<file path="config.mk">
export PLATFORM = sky130hd
export DESIGN_NAME = tga_rle_pixel_decoder_core
export DESIGN_NICKNAME = d
export VERILOG_FILES = /design/src/tgarle_pkg.sv /design/src/tgarle_front.sv /design/src/tgarle_back.sv /design/src/tga_rle_pixel_decoder_core.sv
export VERILOG_INCLUDE_DIRS = /design/src /design/src/src
export SDC_FILE = /design/constraint.sdc
export NUM_CORES = 2
export LEC_CHECK = 0
export ABC_AREA = 1
export BUFFER_PORTS_ARGS = -buffer_cell sky130_fd_sc_hd__buf_2
export CORE_MARGIN = 5
export CORE_UTILIZATION = 57
export DETAILED_ROUTE_END_ITERATION = 8
export GPL_TIMING_DRIVEN = 0
export PLACE_DENSITY_LB_ADDON = 0.1
export SYNTH_ARGS = -nofsm -noshare
export SYNTH_HDL_FRONTEND = slang
export SYNTH_SLANG_ARGS = --single-unit
</file>
<file path="constraint.sdc">
create_clock -name clk_i -period 6.3 [get_ports clk_i]
set_clock_uncertainty 0.05 [all_clocks]
set_input_delay 0.63 -clock clk_i [delete_from_list [all_inputs] [get_ports clk_i]]
set_output_delay 0.63 -clock clk_i [all_outputs]
set_load 0.02 [all_outputs]
</file>
<file path="src/tga_rle_pixel_decoder_core_assert.svh">
// Assertion macros for the TGA run-length pixel decoder.
// Needs clk_i and rst_ni in the scope that uses them.
`ifndef TGA_RLE_PIXEL_DECODER_CORE_ASSERT_SVH
`define TGA_RLE_PIXEL_DECODER_CORE_ASSERT_SVH

// same-cycle implication
`define TGARLE_ASSERT_IMPLY(name, ante, cons, msg) \
  name: assert property (@(posedge clk_i) disable iff (!rst_ni) (ante) |-> (cons)) \
    else $error(msg);

// next-cycle implication
`define TGARLE_ASSERT_NEXT(name, ante, cons, msg) \
  name: assert property (@(posedge clk_i) disable iff (!rst_ni) (ante) |=> (cons)) \
    else $error(msg);

`endif

</file>
<file path="src/tgarle_pkg.sv">
// Shared types and constants of the TGA run-length pixel decoder.
// No dependencies.
`default_nettype none

package tgarle_pkg;

  localparam int unsigned MAX_PIXEL_BYTES_DEF = 8;
  localparam int unsigned DIM_BITS_DEF        = 16;

  localparam int unsigned BYTE_W      = 8;
  localparam int unsigned IDX_W       = 32;
  localparam int unsigned PIX_OUT_W   = 64;
  localparam int unsigned CNT_W       = 8;
  localparam int unsigned CFG_IDX_W   = 2;
  localparam int unsigned CFG_DATA_W  = 16;
  localparam int unsigned CFG_DIM_W   = 16;
  localparam int unsigned PB_W        = 4;
  localparam int unsigned CORNER_W    = 2;
  localparam int unsigned QUEUE_DEPTH = 2;
  localparam int unsigned QPTR_W      = $clog2(QUEUE_DEPTH);
  localparam int unsigned QCNT_W      = $clog2(QUEUE_DEPTH + 1);
  localparam int unsigned TDATA_OUT_W = 2 * (IDX_W + PIX_OUT_W);
  localparam int unsigned TUSER_OUT_W = 2;

  // register indexes
  localparam logic [CFG_IDX_W-1:0] CFG_IMAGE_WIDTH   = 2'd0;
  localparam logic [CFG_IDX_W-1:0] CFG_IMAGE_HEIGHT  = 2'd1;
  localparam logic [CFG_IDX_W-1:0] CFG_PIXEL_BYTES   = 2'd2;
  localparam logic [CFG_IDX_W-1:0] CFG_ORIGIN_CORNER = 2'd3;

  localparam logic [CFG_DIM_W-1:0] RST_IMAGE_WIDTH   = 16'd1;
  localparam logic [CFG_DIM_W-1:0] RST_IMAGE_HEIGHT  = 16'd1;
  localparam logic [PB_W-1:0]      RST_PIXEL_BYTES   = 4'd4;
  localparam logic [CORNER_W-1:0]  RST_ORIGIN_CORNER = 2'd2;

  localparam logic [CORNER_W-1:0] CORNER_BL = 2'd0;
  localparam logic [CORNER_W-1:0] CORNER_BR = 2'd1;
  localparam logic [CORNER_W-1:0] CORNER_TL = 2'd2;
  localparam logic [CORNER_W-1:0] CORNER_TR = 2'd3;

  typedef enum logic [2:0] {
    ST_HEADER,
    ST_LITERAL,
    ST_RUN,
    ST_EMIT,
    ST_ORIGIN
  } state_e;

  // classified input word
  typedef struct packed {
    logic              is_begin;
    logic              is_run;
    logic [CNT_W-1:0]  count;
    logic [BYTE_W-1:0] data;
  } item_t;

  typedef struct packed {
    logic [IDX_W-1:0]     first_index;
    logic [PIX_OUT_W-1:0] first_pixel;
    logic                 second_valid;
    logic [IDX_W-1:0]     second_index;
    logic [PIX_OUT_W-1:0] second_pixel;
    logic                 last_of_run;
    logic                 image_done;
  } res_t;

endpackage

`default_nettype wire

</file>
<file path="src/tgarle_front.sv">
// Front end: accepts input words, classifies them and queues them.
// Depends on tgarle_pkg and the assertion header.
`default_nettype none

`include "tga_rle_pixel_decoder_core_assert.svh"

module tgarle_front (
  input  wire logic                              clk_i,
  input  wire logic                              rst_ni,
  input  wire logic                              s_valid_i,
  output logic                                   s_ready_o,
  input  wire logic                              action_i,
  input  wire logic [tgarle_pkg::BYTE_W-1:0]     data_byte_i,
  output tgarle_pkg::item_t                      item_o,
  output logic                                   item_valid_o,
  input  wire logic                              item_pop_i
);

  tgarle_pkg::item_t                  entry_q [tgarle_pkg::QUEUE_DEPTH];
  tgarle_pkg::item_t                  class_item;
  logic [tgarle_pkg::QPTR_W-1:0]      wr_ptr_q, wr_ptr_d;
  logic [tgarle_pkg::QPTR_W-1:0]      rd_ptr_q, rd_ptr_d;
  logic [tgarle_pkg::QCNT_W-1:0]      count_q, count_d;
  logic                               push;

  // header count: literal is b+1, run is b-127; both equal low seven bits plus one
  always_comb begin
    class_item.is_begin = action_i;
    class_item.is_run   = data_byte_i[tgarle_pkg::BYTE_W-1];
    class_item.count    = tgarle_pkg::CNT_W'({1'b0, data_byte_i[tgarle_pkg::BYTE_W-2:0]})
                          + tgarle_pkg::CNT_W'(1);
    class_item.data     = data_byte_i;
  end

  assign s_ready_o    = (count_q != tgarle_pkg::QCNT_W'(tgarle_pkg::QUEUE_DEPTH));
  assign push         = s_valid_i && s_ready_o;
  assign item_valid_o = (count_q != '0);
  assign item_o       = entry_q[rd_ptr_q];

  always_comb begin
    wr_ptr_d = push ? wr_ptr_q + tgarle_pkg::QPTR_W'(1) : wr_ptr_q;
    rd_ptr_d = item_pop_i ? rd_ptr_q + tgarle_pkg::QPTR_W'(1) : rd_ptr_q;
    count_d  = count_q + tgarle_pkg::QCNT_W'(push) - tgarle_pkg::QCNT_W'(item_pop_i);
  end

  always_ff @(posedge clk_i or negedge rst_ni) begin
    if (!rst_ni) begin
      wr_ptr_q <= '0;
      rd_ptr_q <= '0;
      count_q  <= '0;
    end else begin
      wr_ptr_q <= wr_ptr_d;
      rd_ptr_q <= rd_ptr_d;
      count_q  <= count_d;
    end
  end

  always_ff @(posedge clk_i) begin
    if (push) begin
      entry_q[wr_ptr_q] <= class_item;
    end
  end

  `TGARLE_ASSERT_IMPLY(a_fill_bound, 1'b1, count_q <= tgarle_pkg::QCNT_W'(tgarle_pkg::QUEUE_DEPTH), "queue overfilled")
  `TGARLE_ASSERT_IMPLY(a_pop_nonempty, item_pop_i, count_q != '0, "pop from empty queue")

endmodule

`default_nettype wire

</file>
<file path="src/tgarle_back.sv">
// Back end: packet sequencer, pixel assembly, position stepping, result register.
// Depends on tgarle_pkg and the assertion header.
`default_nettype none

`include "tga_rle_pixel_decoder_core_assert.svh"

module tgarle_back #(
  parameter int unsigned MAX_PIXEL_BYTES = tgarle_pkg::MAX_PIXEL_BYTES_DEF,
  parameter int unsigned DIM_BITS        = tgarle_pkg::DIM_BITS_DEF
) (
  input  wire logic                                clk_i,
  input  wire logic                                rst_ni,
  input  wire tgarle_pkg::item_t                   item_i,
  input  wire logic                                item_valid_i,
  output logic                                     item_pop_o,
  input  wire logic [DIM_BITS-1:0]                 width_i,
  input  wire logic [DIM_BITS-1:0]                 height_i,
  input  wire logic [tgarle_pkg::PB_W-1:0]         pixel_bytes_i,
  input  wire logic [tgarle_pkg::CORNER_W-1:0]     corner_i,
  output logic                                     res_valid_o,
  input  wire logic                                res_ready_i,
  output tgarle_pkg::res_t                         res_o
);

  localparam int unsigned PIX_W  = MAX_PIXEL_BYTES * tgarle_pkg::BYTE_W;
  localparam int unsigned SLOT_W = (MAX_PIXEL_BYTES > 1) ? $clog2(MAX_PIXEL_BYTES) : 1;
  localparam int unsigned IDX_W  = tgarle_pkg::IDX_W;
  localparam int unsigned CNT_W  = tgarle_pkg::CNT_W;
  localparam int unsigned PB_W   = tgarle_pkg::PB_W;

  typedef struct packed {
    logic [IDX_W-1:0]    idx;
    logic [DIM_BITS-1:0] col;
    logic [DIM_BITS-1:0] rows;
    logic                fin;
  } pos_t;

  // one pixel write: step along the row; at its end reload (BL/TR jump) or finish
  function automatic pos_t step_pos(input pos_t p, input logic [DIM_BITS-1:0] w,
                                    input logic [tgarle_pkg::CORNER_W-1:0] c);
    pos_t             r;
    logic [IDX_W-1:0] w2;
    r  = p;
    w2 = IDX_W'(w) << 1;
    if (c == tgarle_pkg::CORNER_BL || c == tgarle_pkg::CORNER_TL) begin
      r.idx = p.idx + IDX_W'(1);
    end else begin
      r.idx = p.idx - IDX_W'(1);
    end
    if (p.col > DIM_BITS'(1)) begin
      r.col = p.col - DIM_BITS'(1);
    end else if (p.rows > DIM_BITS'(1)) begin
      r.rows = p.rows - DIM_BITS'(1);
      r.col  = w;
      if (c == tgarle_pkg::CORNER_BL) begin
        r.idx = r.idx - w2;
      end else if (c == tgarle_pkg::CORNER_TR) begin
        r.idx = r.idx + w2;
      end
    end else begin
      r.col  = '0;
      r.rows = '0;
      r.fin  = 1'b1;
    end
    return r;
  endfunction

  tgarle_pkg::state_e       state_q, state_d;
  logic [CNT_W-1:0]         left_q, left_d;
  logic [SLOT_W-1:0]        slot_q, slot_d;
  logic [PIX_W-1:0]         build_q, build_d;
  pos_t                     pos_q, pos_d;
  logic [2*DIM_BITS-1:0]    prod_q, prod_d;
  logic                     out_valid_q, out_valid_d;
  tgarle_pkg::res_t         out_q, out_d;

  logic                     out_free, in_item_state, do_item, is_begin, is_stream;
  logic                     is_hdr, is_pix, byte_last, pix_done, lit_emit, emit_go;
  logic                     take2, emit_last, load;
  logic [PB_W-1:0]          eff_bytes;
  logic [PIX_W-1:0]         new_build;
  logic [CNT_W-1:0]         emit_left;
  pos_t                     p1, p2;
  logic [IDX_W-1:0]         w32, prod32;

  assign out_free      = !out_valid_q || res_ready_i;
  assign in_item_state = (state_q == tgarle_pkg::ST_HEADER) || (state_q == tgarle_pkg::ST_LITERAL)
                         || (state_q == tgarle_pkg::ST_RUN);
  assign do_item       = item_valid_i && out_free && in_item_state;
  assign item_pop_o    = do_item;
  assign is_begin      = do_item && item_i.is_begin;
  assign is_stream     = do_item && !item_i.is_begin && !pos_q.fin;
  assign is_hdr        = is_stream && (state_q == tgarle_pkg::ST_HEADER);
  assign is_pix        = is_stream && (state_q != tgarle_pkg::ST_HEADER);

  always_comb begin
    if (pixel_bytes_i == '0) begin
      eff_bytes = PB_W'(1);
    end else if (pixel_bytes_i > PB_W'(MAX_PIXEL_BYTES)) begin
      eff_bytes = PB_W'(MAX_PIXEL_BYTES);
    end else begin
      eff_bytes = pixel_bytes_i;
    end
  end

  assign byte_last = (PB_W'(slot_q) + PB_W'(1)) >= eff_bytes;
  assign pix_done  = is_pix && byte_last;
  assign lit_emit  = pix_done && (state_q == tgarle_pkg::ST_LITERAL);
  assign emit_go   = (state_q == tgarle_pkg::ST_EMIT) && out_free;

  // byte lanes: slot zero starts a fresh pixel
  always_comb begin
    for (int k = 0; k < MAX_PIXEL_BYTES; k++) begin
      if (slot_q == SLOT_W'(k)) begin
        new_build[k*tgarle_pkg::BYTE_W +: tgarle_pkg::BYTE_W] = item_i.data;
      end else if (slot_q == '0) begin
        new_build[k*tgarle_pkg::BYTE_W +: tgarle_pkg::BYTE_W] = '0;
      end else begin
        new_build[k*tgarle_pkg::BYTE_W +: tgarle_pkg::BYTE_W] =
          build_q[k*tgarle_pkg::BYTE_W +: tgarle_pkg::BYTE_W];
      end
    end
  end

  assign p1        = step_pos(pos_q, width_i, corner_i);
  assign p2        = step_pos(p1, width_i, corner_i);
  assign take2     = (left_q > CNT_W'(1)) && !p1.fin;
  assign emit_left = left_q - (take2 ? CNT_W'(2) : CNT_W'(1));
  assign emit_last = (emit_left == '0) || (take2 ? p2.fin : p1.fin);
  assign load      = lit_emit || emit_go;
  assign w32       = IDX_W'(width_i);
  assign prod32    = IDX_W'(prod_q);

  // next state
  always_comb begin
    state_d = state_q;
    unique case (state_q)
      tgarle_pkg::ST_HEADER: begin
        if (is_begin) begin
          state_d = tgarle_pkg::ST_ORIGIN;
        end else if (is_hdr) begin
          state_d = item_i.is_run ? tgarle_pkg::ST_RUN : tgarle_pkg::ST_LITERAL;
        end
      end
      tgarle_pkg::ST_LITERAL: begin
        if (is_begin) begin
          state_d = tgarle_pkg::ST_ORIGIN;
        end else if (pix_done && left_q == CNT_W'(1)) begin
          state_d = tgarle_pkg::ST_HEADER;
        end
      end
      tgarle_pkg::ST_RUN: begin
        if (is_begin) begin
          state_d = tgarle_pkg::ST_ORIGIN;
        end else if (pix_done) begin
          state_d = tgarle_pkg::ST_EMIT;
        end
      end
      tgarle_pkg::ST_EMIT: begin
        if (emit_go && emit_last) begin
          state_d = tgarle_pkg::ST_HEADER;
        end
      end
      tgarle_pkg::ST_ORIGIN: begin
        state_d = tgarle_pkg::ST_HEADER;
      end
      default: begin
        state_d = tgarle_pkg::ST_HEADER;
      end
    endcase
  end

  // datapath and result
  always_comb begin
    left_d      = left_q;
    slot_d      = slot_q;
    build_d     = build_q;
    pos_d       = pos_q;
    prod_d      = prod_q;
    out_d       = out_q;
    out_valid_d = out_valid_q && !res_ready_i;

    if (is_begin) begin
      left_d  = '0;
      slot_d  = '0;
      build_d = '0;
      prod_d  = width_i * height_i;
    end else if (is_hdr) begin
      left_d  = item_i.count;
      slot_d  = '0;
      build_d = '0;
    end else if (is_pix) begin
      build_d = new_build;
      slot_d  = byte_last ? '0 : slot_q + SLOT_W'(1);
    end

    if (state_q == tgarle_pkg::ST_ORIGIN) begin
      pos_d.col  = width_i;
      pos_d.rows = height_i;
      pos_d.fin  = (width_i == '0) || (height_i == '0);
      if (pos_d.fin) begin
        pos_d.idx = '0;
      end else begin
        unique case (corner_i)
          tgarle_pkg::CORNER_BL: pos_d.idx = prod32 - w32;
          tgarle_pkg::CORNER_BR: pos_d.idx = prod32 - IDX_W'(1);
          tgarle_pkg::CORNER_TL: pos_d.idx = '0;
          tgarle_pkg::CORNER_TR: pos_d.idx = w32 - IDX_W'(1);
          default:               pos_d.idx = '0;
        endcase
      end
    end

    if (lit_emit) begin
      pos_d              = p1;
      left_d             = left_q - CNT_W'(1);
      out_d.first_index  = pos_q.idx;
      out_d.first_pixel  = tgarle_pkg::PIX_OUT_W'(new_build);
      out_d.second_valid = 1'b0;
      out_d.second_index = '0;
      out_d.second_pixel = '0;
      out_d.last_of_run  = 1'b1;
      out_d.image_done   = p1.fin;
    end else if (emit_go) begin
      pos_d              = take2 ? p2 : p1;
      left_d             = emit_last ? '0 : emit_left;
      out_d.first_index  = pos_q.idx;
      out_d.first_pixel  = tgarle_pkg::PIX_OUT_W'(build_q);
      out_d.second_valid = take2;
      out_d.second_index = take2 ? p1.idx : '0;
      out_d.second_pixel = take2 ? tgarle_pkg::PIX_OUT_W'(build_q) : '0;
      out_d.last_of_run  = emit_last;
      out_d.image_done   = take2 ? p2.fin : p1.fin;
    end

    if (load) begin
      out_valid_d = 1'b1;
    end
  end

  // reset leaves the position as a begin with a 1x1 top-left image
  always_ff @(posedge clk_i or negedge rst_ni) begin
    if (!rst_ni) begin
      state_q     <= tgarle_pkg::ST_HEADER;
      left_q      <= '0;
      slot_q      <= '0;
      build_q     <= '0;
      pos_q.idx   <= '0;
      pos_q.col   <= DIM_BITS'(1);
      pos_q.rows  <= DIM_BITS'(1);
      pos_q.fin   <= 1'b0;
      out_valid_q <= 1'b0;
    end else begin
      state_q     <= state_d;
      left_q      <= left_d;
      slot_q      <= slot_d;
      build_q     <= build_d;
      pos_q       <= pos_d;
      out_valid_q <= out_valid_d;
    end
  end

  always_ff @(posedge clk_i) begin
    prod_q <= prod_d;
    out_q  <= out_d;
  end

  assign res_valid_o = out_valid_q;
  assign res_o       = out_q;

  `TGARLE_ASSERT_IMPLY(a_emit_no_pop, state_q == tgarle_pkg::ST_EMIT, !item_pop_o, "item taken during run output")
  `TGARLE_ASSERT_NEXT(a_done_sets_fin, load && out_d.image_done, pos_q.fin, "image done without finish")
  `TGARLE_ASSERT_IMPLY(a_second_zero, out_valid_q && !out_q.second_valid, out_q.second_index == '0 && out_q.second_pixel == '0, "empty second slot not zero")

endmodule

`default_nettype wire

</file>
<file path="src/tga_rle_pixel_decoder_core.sv">
// Decodes a TGA run-length pixel stream, one compressed byte per input word, into
// indexed pixel writes. A byte is taken each cycle while the two-word queue behind the
// input has room. A begin word passes through an origin state, as the origin index needs
// a registered width*height product. A literal pixel gives one result on its last byte;
// a run of n copies gives up to ceil(n/2) results, one per cycle while the output is
// ready, since the position unit steps twice per cycle and the input stalls meanwhile.
// Depends on tgarle_pkg, tgarle_front and tgarle_back.
`default_nettype none

module tga_rle_pixel_decoder_core #(
  parameter int unsigned MAX_PIXEL_BYTES = tgarle_pkg::MAX_PIXEL_BYTES_DEF,
  parameter int unsigned DIM_BITS        = tgarle_pkg::DIM_BITS_DEF
) (
  input  wire logic                                   clk_i,
  input  wire logic                                   rst_ni,
  input  wire logic                                   cfg_valid_i,
  output logic                                        cfg_ready_o,
  input  wire logic [tgarle_pkg::CFG_IDX_W-1:0]       cfg_index_i,
  input  wire logic [tgarle_pkg::CFG_DATA_W-1:0]      cfg_data_i,
  input  wire logic                                   s_axis_tvalid_i,
  output logic                                        s_axis_tready_o,
  input  wire logic [tgarle_pkg::BYTE_W-1:0]          s_axis_tdata_i,  // data_byte
  input  wire logic                                   s_axis_tuser_i,  // action
  output logic                                        m_axis_tvalid_o,
  input  wire logic                                   m_axis_tready_i,
  // first_index, first_pixel, second_index, second_pixel
  output logic [tgarle_pkg::TDATA_OUT_W-1:0]          m_axis_tdata_o,
  // second_valid, image_done
  output logic [tgarle_pkg::TUSER_OUT_W-1:0]          m_axis_tuser_o,
  output logic                                        m_axis_tlast_o   // last_of_run
);

  logic [tgarle_pkg::CFG_DIM_W-1:0] width_q, height_q;
  logic [tgarle_pkg::PB_W-1:0]      pixel_bytes_q;
  logic [tgarle_pkg::CORNER_W-1:0]  corner_q;
  logic                             cfg_we;

  tgarle_pkg::item_t                item;
  logic                             item_valid, item_pop;
  tgarle_pkg::res_t                 res;

  assign cfg_ready_o = 1'b1;
  assign cfg_we      = cfg_valid_i && cfg_ready_o;

  always_ff @(posedge clk_i or negedge rst_ni) begin
    if (!rst_ni) begin
      width_q       <= tgarle_pkg::RST_IMAGE_WIDTH;
      height_q      <= tgarle_pkg::RST_IMAGE_HEIGHT;
      pixel_bytes_q <= tgarle_pkg::RST_PIXEL_BYTES;
      corner_q      <= tgarle_pkg::RST_ORIGIN_CORNER;
    end else if (cfg_we) begin
      unique case (cfg_index_i)
        tgarle_pkg::CFG_IMAGE_WIDTH:   width_q       <= cfg_data_i;
        tgarle_pkg::CFG_IMAGE_HEIGHT:  height_q      <= cfg_data_i;
        tgarle_pkg::CFG_PIXEL_BYTES:   pixel_bytes_q <= cfg_data_i[tgarle_pkg::PB_W-1:0];
        tgarle_pkg::CFG_ORIGIN_CORNER: corner_q      <= cfg_data_i[tgarle_pkg::CORNER_W-1:0];
        default: ;
      endcase
    end
  end

  tgarle_front u_front (
    .clk_i        (clk_i),
    .rst_ni       (rst_ni),
    .s_valid_i    (s_axis_tvalid_i),
    .s_ready_o    (s_axis_tready_o),
    .action_i     (s_axis_tuser_i),
    .data_byte_i  (s_axis_tdata_i),
    .item_o       (item),
    .item_valid_o (item_valid),
    .item_pop_i   (item_pop)
  );

  tgarle_back #(
    .MAX_PIXEL_BYTES (MAX_PIXEL_BYTES),
    .DIM_BITS        (DIM_BITS)
  ) u_back (
    .clk_i         (clk_i),
    .rst_ni        (rst_ni),
    .item_i        (item),
    .item_valid_i  (item_valid),
    .item_pop_o    (item_pop),
    .width_i       (width_q[DIM_BITS-1:0]),
    .height_i      (height_q[DIM_BITS-1:0]),
    .pixel_bytes_i (pixel_bytes_q),
    .corner_i      (corner_q),
    .res_valid_o   (m_axis_tvalid_o),
    .res_ready_i   (m_axis_tready_i),
    .res_o         (res)
  );

  assign m_axis_tdata_o = {res.second_pixel, res.second_index, res.first_pixel, res.first_index};
  assign m_axis_tuser_o = {res.image_done, res.second_valid};
  assign m_axis_tlast_o = res.last_of_run;

endmodule

`default_nettype wire
</file>
==> flow_metrics.tcl <==
set metrics [dict create \
    arrival_ns 7.24 \
    ios 230 \
    gp_congestion 1.063 \
    drc 0 \
    numCtsBuffers 51 \
    clock_latency_ns 0.64 \
    synth_flop_cell "dfrtp_1" \
    multi_input_area_um2 27960 \
    grt_pass1_vias 40580 \
    violations "hold timing, capacitance limit, slew limit, setup timing" \
    syn-cell-area_um2 40530 \
    hold_buffers 0 \
    worst_slack_ns -0.4321 \
    ctsLongestPathBuffers 3 \
    cts_tree "yes" \
    vias 42790 \
    antenna_left 0 \
    cp_max_fo 5 \
    rows 97 \
    yosysTopAreaCell "edfxtp_1" \
    fin_crit_ns 6.732 \
    relSlewSlack_pct -4.148 \
    start_kind "flip-flop" \
    slowest_stage "dfrtp_4" \
    holdWs_ns -0.01681 \
    min_path_type "in -> async" \
    antenna_found_initial 6 \
    syn-num-nets 6042 \
    overflow 0 \
    rsz0062_at_grt "true" \
    synthArstFlopShare_pct 41.61 \
    synth_seq_cells 447 \
    cp.required_ns 6.80 \
    finalNetCount 6579 \
    most-common-layout-cells "1157 x nand2_1, 809 x inv_1, 377 x nor2_1" \
    synth_cell_types 76 \
    grt_max_degree 106 \
    synth_edf_count 163 \
    yosysWarnings 0 \
    synth_top_area_share_pct 12.08 \
    clockRootBuffer "clkbuf_16" \
    drt-pass1-iter-count 6 \
    cpPeakStageDelay_ns 0.57 \
    die_height_um 276.7 \
    fp.coreArea_um2 70270 \
    setup_tns_ns -5.573 \
    setup_viol 19 \
    clk_pin_slew_ns 0.06 \
    initial_core_util_pct 57.68 \
    regArea_um2 11560 \
    final_layout_size_suffix_gt1_share_pct 23.30 \
    cp-end-kind "flip-flop" \
    viasPerCell 6.053 \
    cts_sinks 447 \
    status "finished with violations" \
    drt-total-wl_um 162000 \
    worst_pin_slew_ns 1.519 \
    htreeDepth 2 \
    final_common_cell "nand2_1" \
    syn2layout_area_growth_pct 25.17 \
    drt-wirelength-per-cell_um 22.91 \
    path_buf_inv 6 \
    die_w_um 276.7 \
    fmax_mhz 148.5 \
    cpMostUsedCell "nand2_1" \
    grt_pass1_wl_um 237800 \
    drv_cap 2 \
    grt_usage_pct 39.76 \
    numPortBuffers 228 \
    yosysSeqAreaShare_pct 28.42 \
    syn_area_per_cell_um2 7.303 \
    syn_inst 5550 \
    synth_area_leaders "edfxtp_1 12%, nand2_1 12%, dfrtp_1 11%" \
    fillCellCount 5483 \
    hpwl_um 117300 \
    hold_viol_final 9 \
    die_area_um2 76540 \
    crit_family "simple AND/OR/NAND/NOR gates" \
    drt-initial-drc-count 5411 \
    finalCritPeriodShare_pct 106.9 \
    drv_slew 18 \
    critPathKind "reg -> reg" \
]
[flip-flops by register name, summed over array words and instances (netlist names)]
| signal | flops |
|---|---|
| corner_q | 2 |
| u_back.left_q | 8 |
| u_back.res_valid_o | 1 |
| u_front.rd_ptr_q | 1 |
| u_back.pos_q | 65 |
| u_back.prod32 | 32 |
| width_q | 16 |
| u_back.build_q | 64 |
| height_q | 16 |
| u_back.state_q | 3 |
| u_back.slot_q | 3 |
| u_front.wr_ptr_q | 1 |
| pixel_bytes_q | 4 |
| u_back.res_o | 195 |
| u_front.entry_q | 34 |
| u_front.count_q | 2 |
[stage by stage]
stage	cell area, µm²	util (%)	hold WS, ns	instances	setup slack [ns]
final	50730	72.20	-0.01681	7070	-0.4321
after detailed placement	43070	61.29	0.3937	6721	-1.724
after floorplan	40640	-	0.2844	5550	0.008269
after global placement	42950	61.13	0.3866	6718	-2.666
after CTS	48730	69.35	0.04881	6990	-0.1665
after global routing	50730	72.20	0.07985	7069	-0.6051
[worst reg2reg max path, delay by kind of cell (launching register included)]
| kind | cells | cell delay (ns) |
|---|---|---|
| xor gates and xnor gates | 3 | 0.53 |
| AOI/OAI and AO/OA | 8 | 1.39 |
| adders and majority gates | 4 | 1.12 |
| and+or+nand+nor | 21 | 2.28 |
| buffers and inverters | 6 | 0.76 |
| DFF | 1 | 0.57 |
[cells by family (layout without fill, tap and decap cells)]
group,Yosys count,count (layout),share of synthesized area (%)
AOI/OAI and AO/OA,1031,1031,15.06
muxes,13,13,0.3303
xor gates and xnor gates,145,145,3.170
buffers and inverters,1148,1727,10.81
adders and majority gates,460,460,17.92
DFF,447,447,28.42
and+or+nand+nor,2305,2305,24.28
other,1,2,0.009252
[synth_stat cells (all sizes together), types with 8 or more instances]
master / n
dfxtp: 98
o31ai: 48
a211oi: 10
o22ai: 72
nor2: 466
nand4: 62
nand3: 315
inv: 906
o21ai: 407
buf: 72
a32oi: 13
a31oi: 52
o21bai: 19
mux2i: 10
a21oi: 259
a221oi: 19
a32o: 10
ha: 259
a22o: 12
nand3b: 8
o32ai: 8
o211ai: 50
clkbuf: 164
o221ai: 12
xor2: 105
fa: 201
a22oi: 14
edfxtp: 163
xnor2: 40
nand2: 1362
or2: 13
dfrtp: 180
nor3: 67
nor4: 11
[path summary, 6_finish.rpt]
path	end	slack [ns]	cells after the start	from
worst max-delay path	u_back.pos_q[62]	-0.43	42	corner_q[0]
worst min-delay path	u_back.pos_q[34]	-0.02	1	rst_ni
worst max register to register	u_back.pos_q[62]	-0.43	42	corner_q[0]
worst min register to register	u_back.res_o[29]	0.41	2	u_back.res_o[29]
max in group asynchronous	u_front.count_q[1]	5.09	2	rst_ni
min in group clk_i	u_front.entry_q[1][16]	0.17	1	s_axis_tdata_i[7]
[cell type report]
class / count / area share (%)
Multi-Input combinational cell: 3955 / 55.12
Sequential cell: 447 / 22.79
Timing Repair Buffer: 511 / 6.930
Inverter: 912 / 6.853
Clock buffer: 63 / 2.683
Buffer: 209 / 2.683
Tap cell: 940 / 2.318
Clock inverter: 32 / 0.6165
Antenna cell: 1 / 0.004932
[timing repair]
| item | CTS | global route |
|---|---|---|
| pin swaps | 179 | 279 |
| setup endpoints to repair | 46 | 35 |
| gates resized for setup | 587 | 375 |
| setup buffers | 188 | 98 |
[per-layer routing]
layer | up-vias | wire, µm | track usage, %
li1 | 19180 | - | -
met2 | 2685 | 71260 | 62.65
met1 | 20270 | 60920 | 52.72
met4 | 6 | 11780 | 21.67
met5 | - | 44 | 0
met3 | 657 | 17960 | 6.668
Power is left out: the tool's default activity adds up to more than one toggle a clock period on the data nets, which glitch-free logic cannot reach.
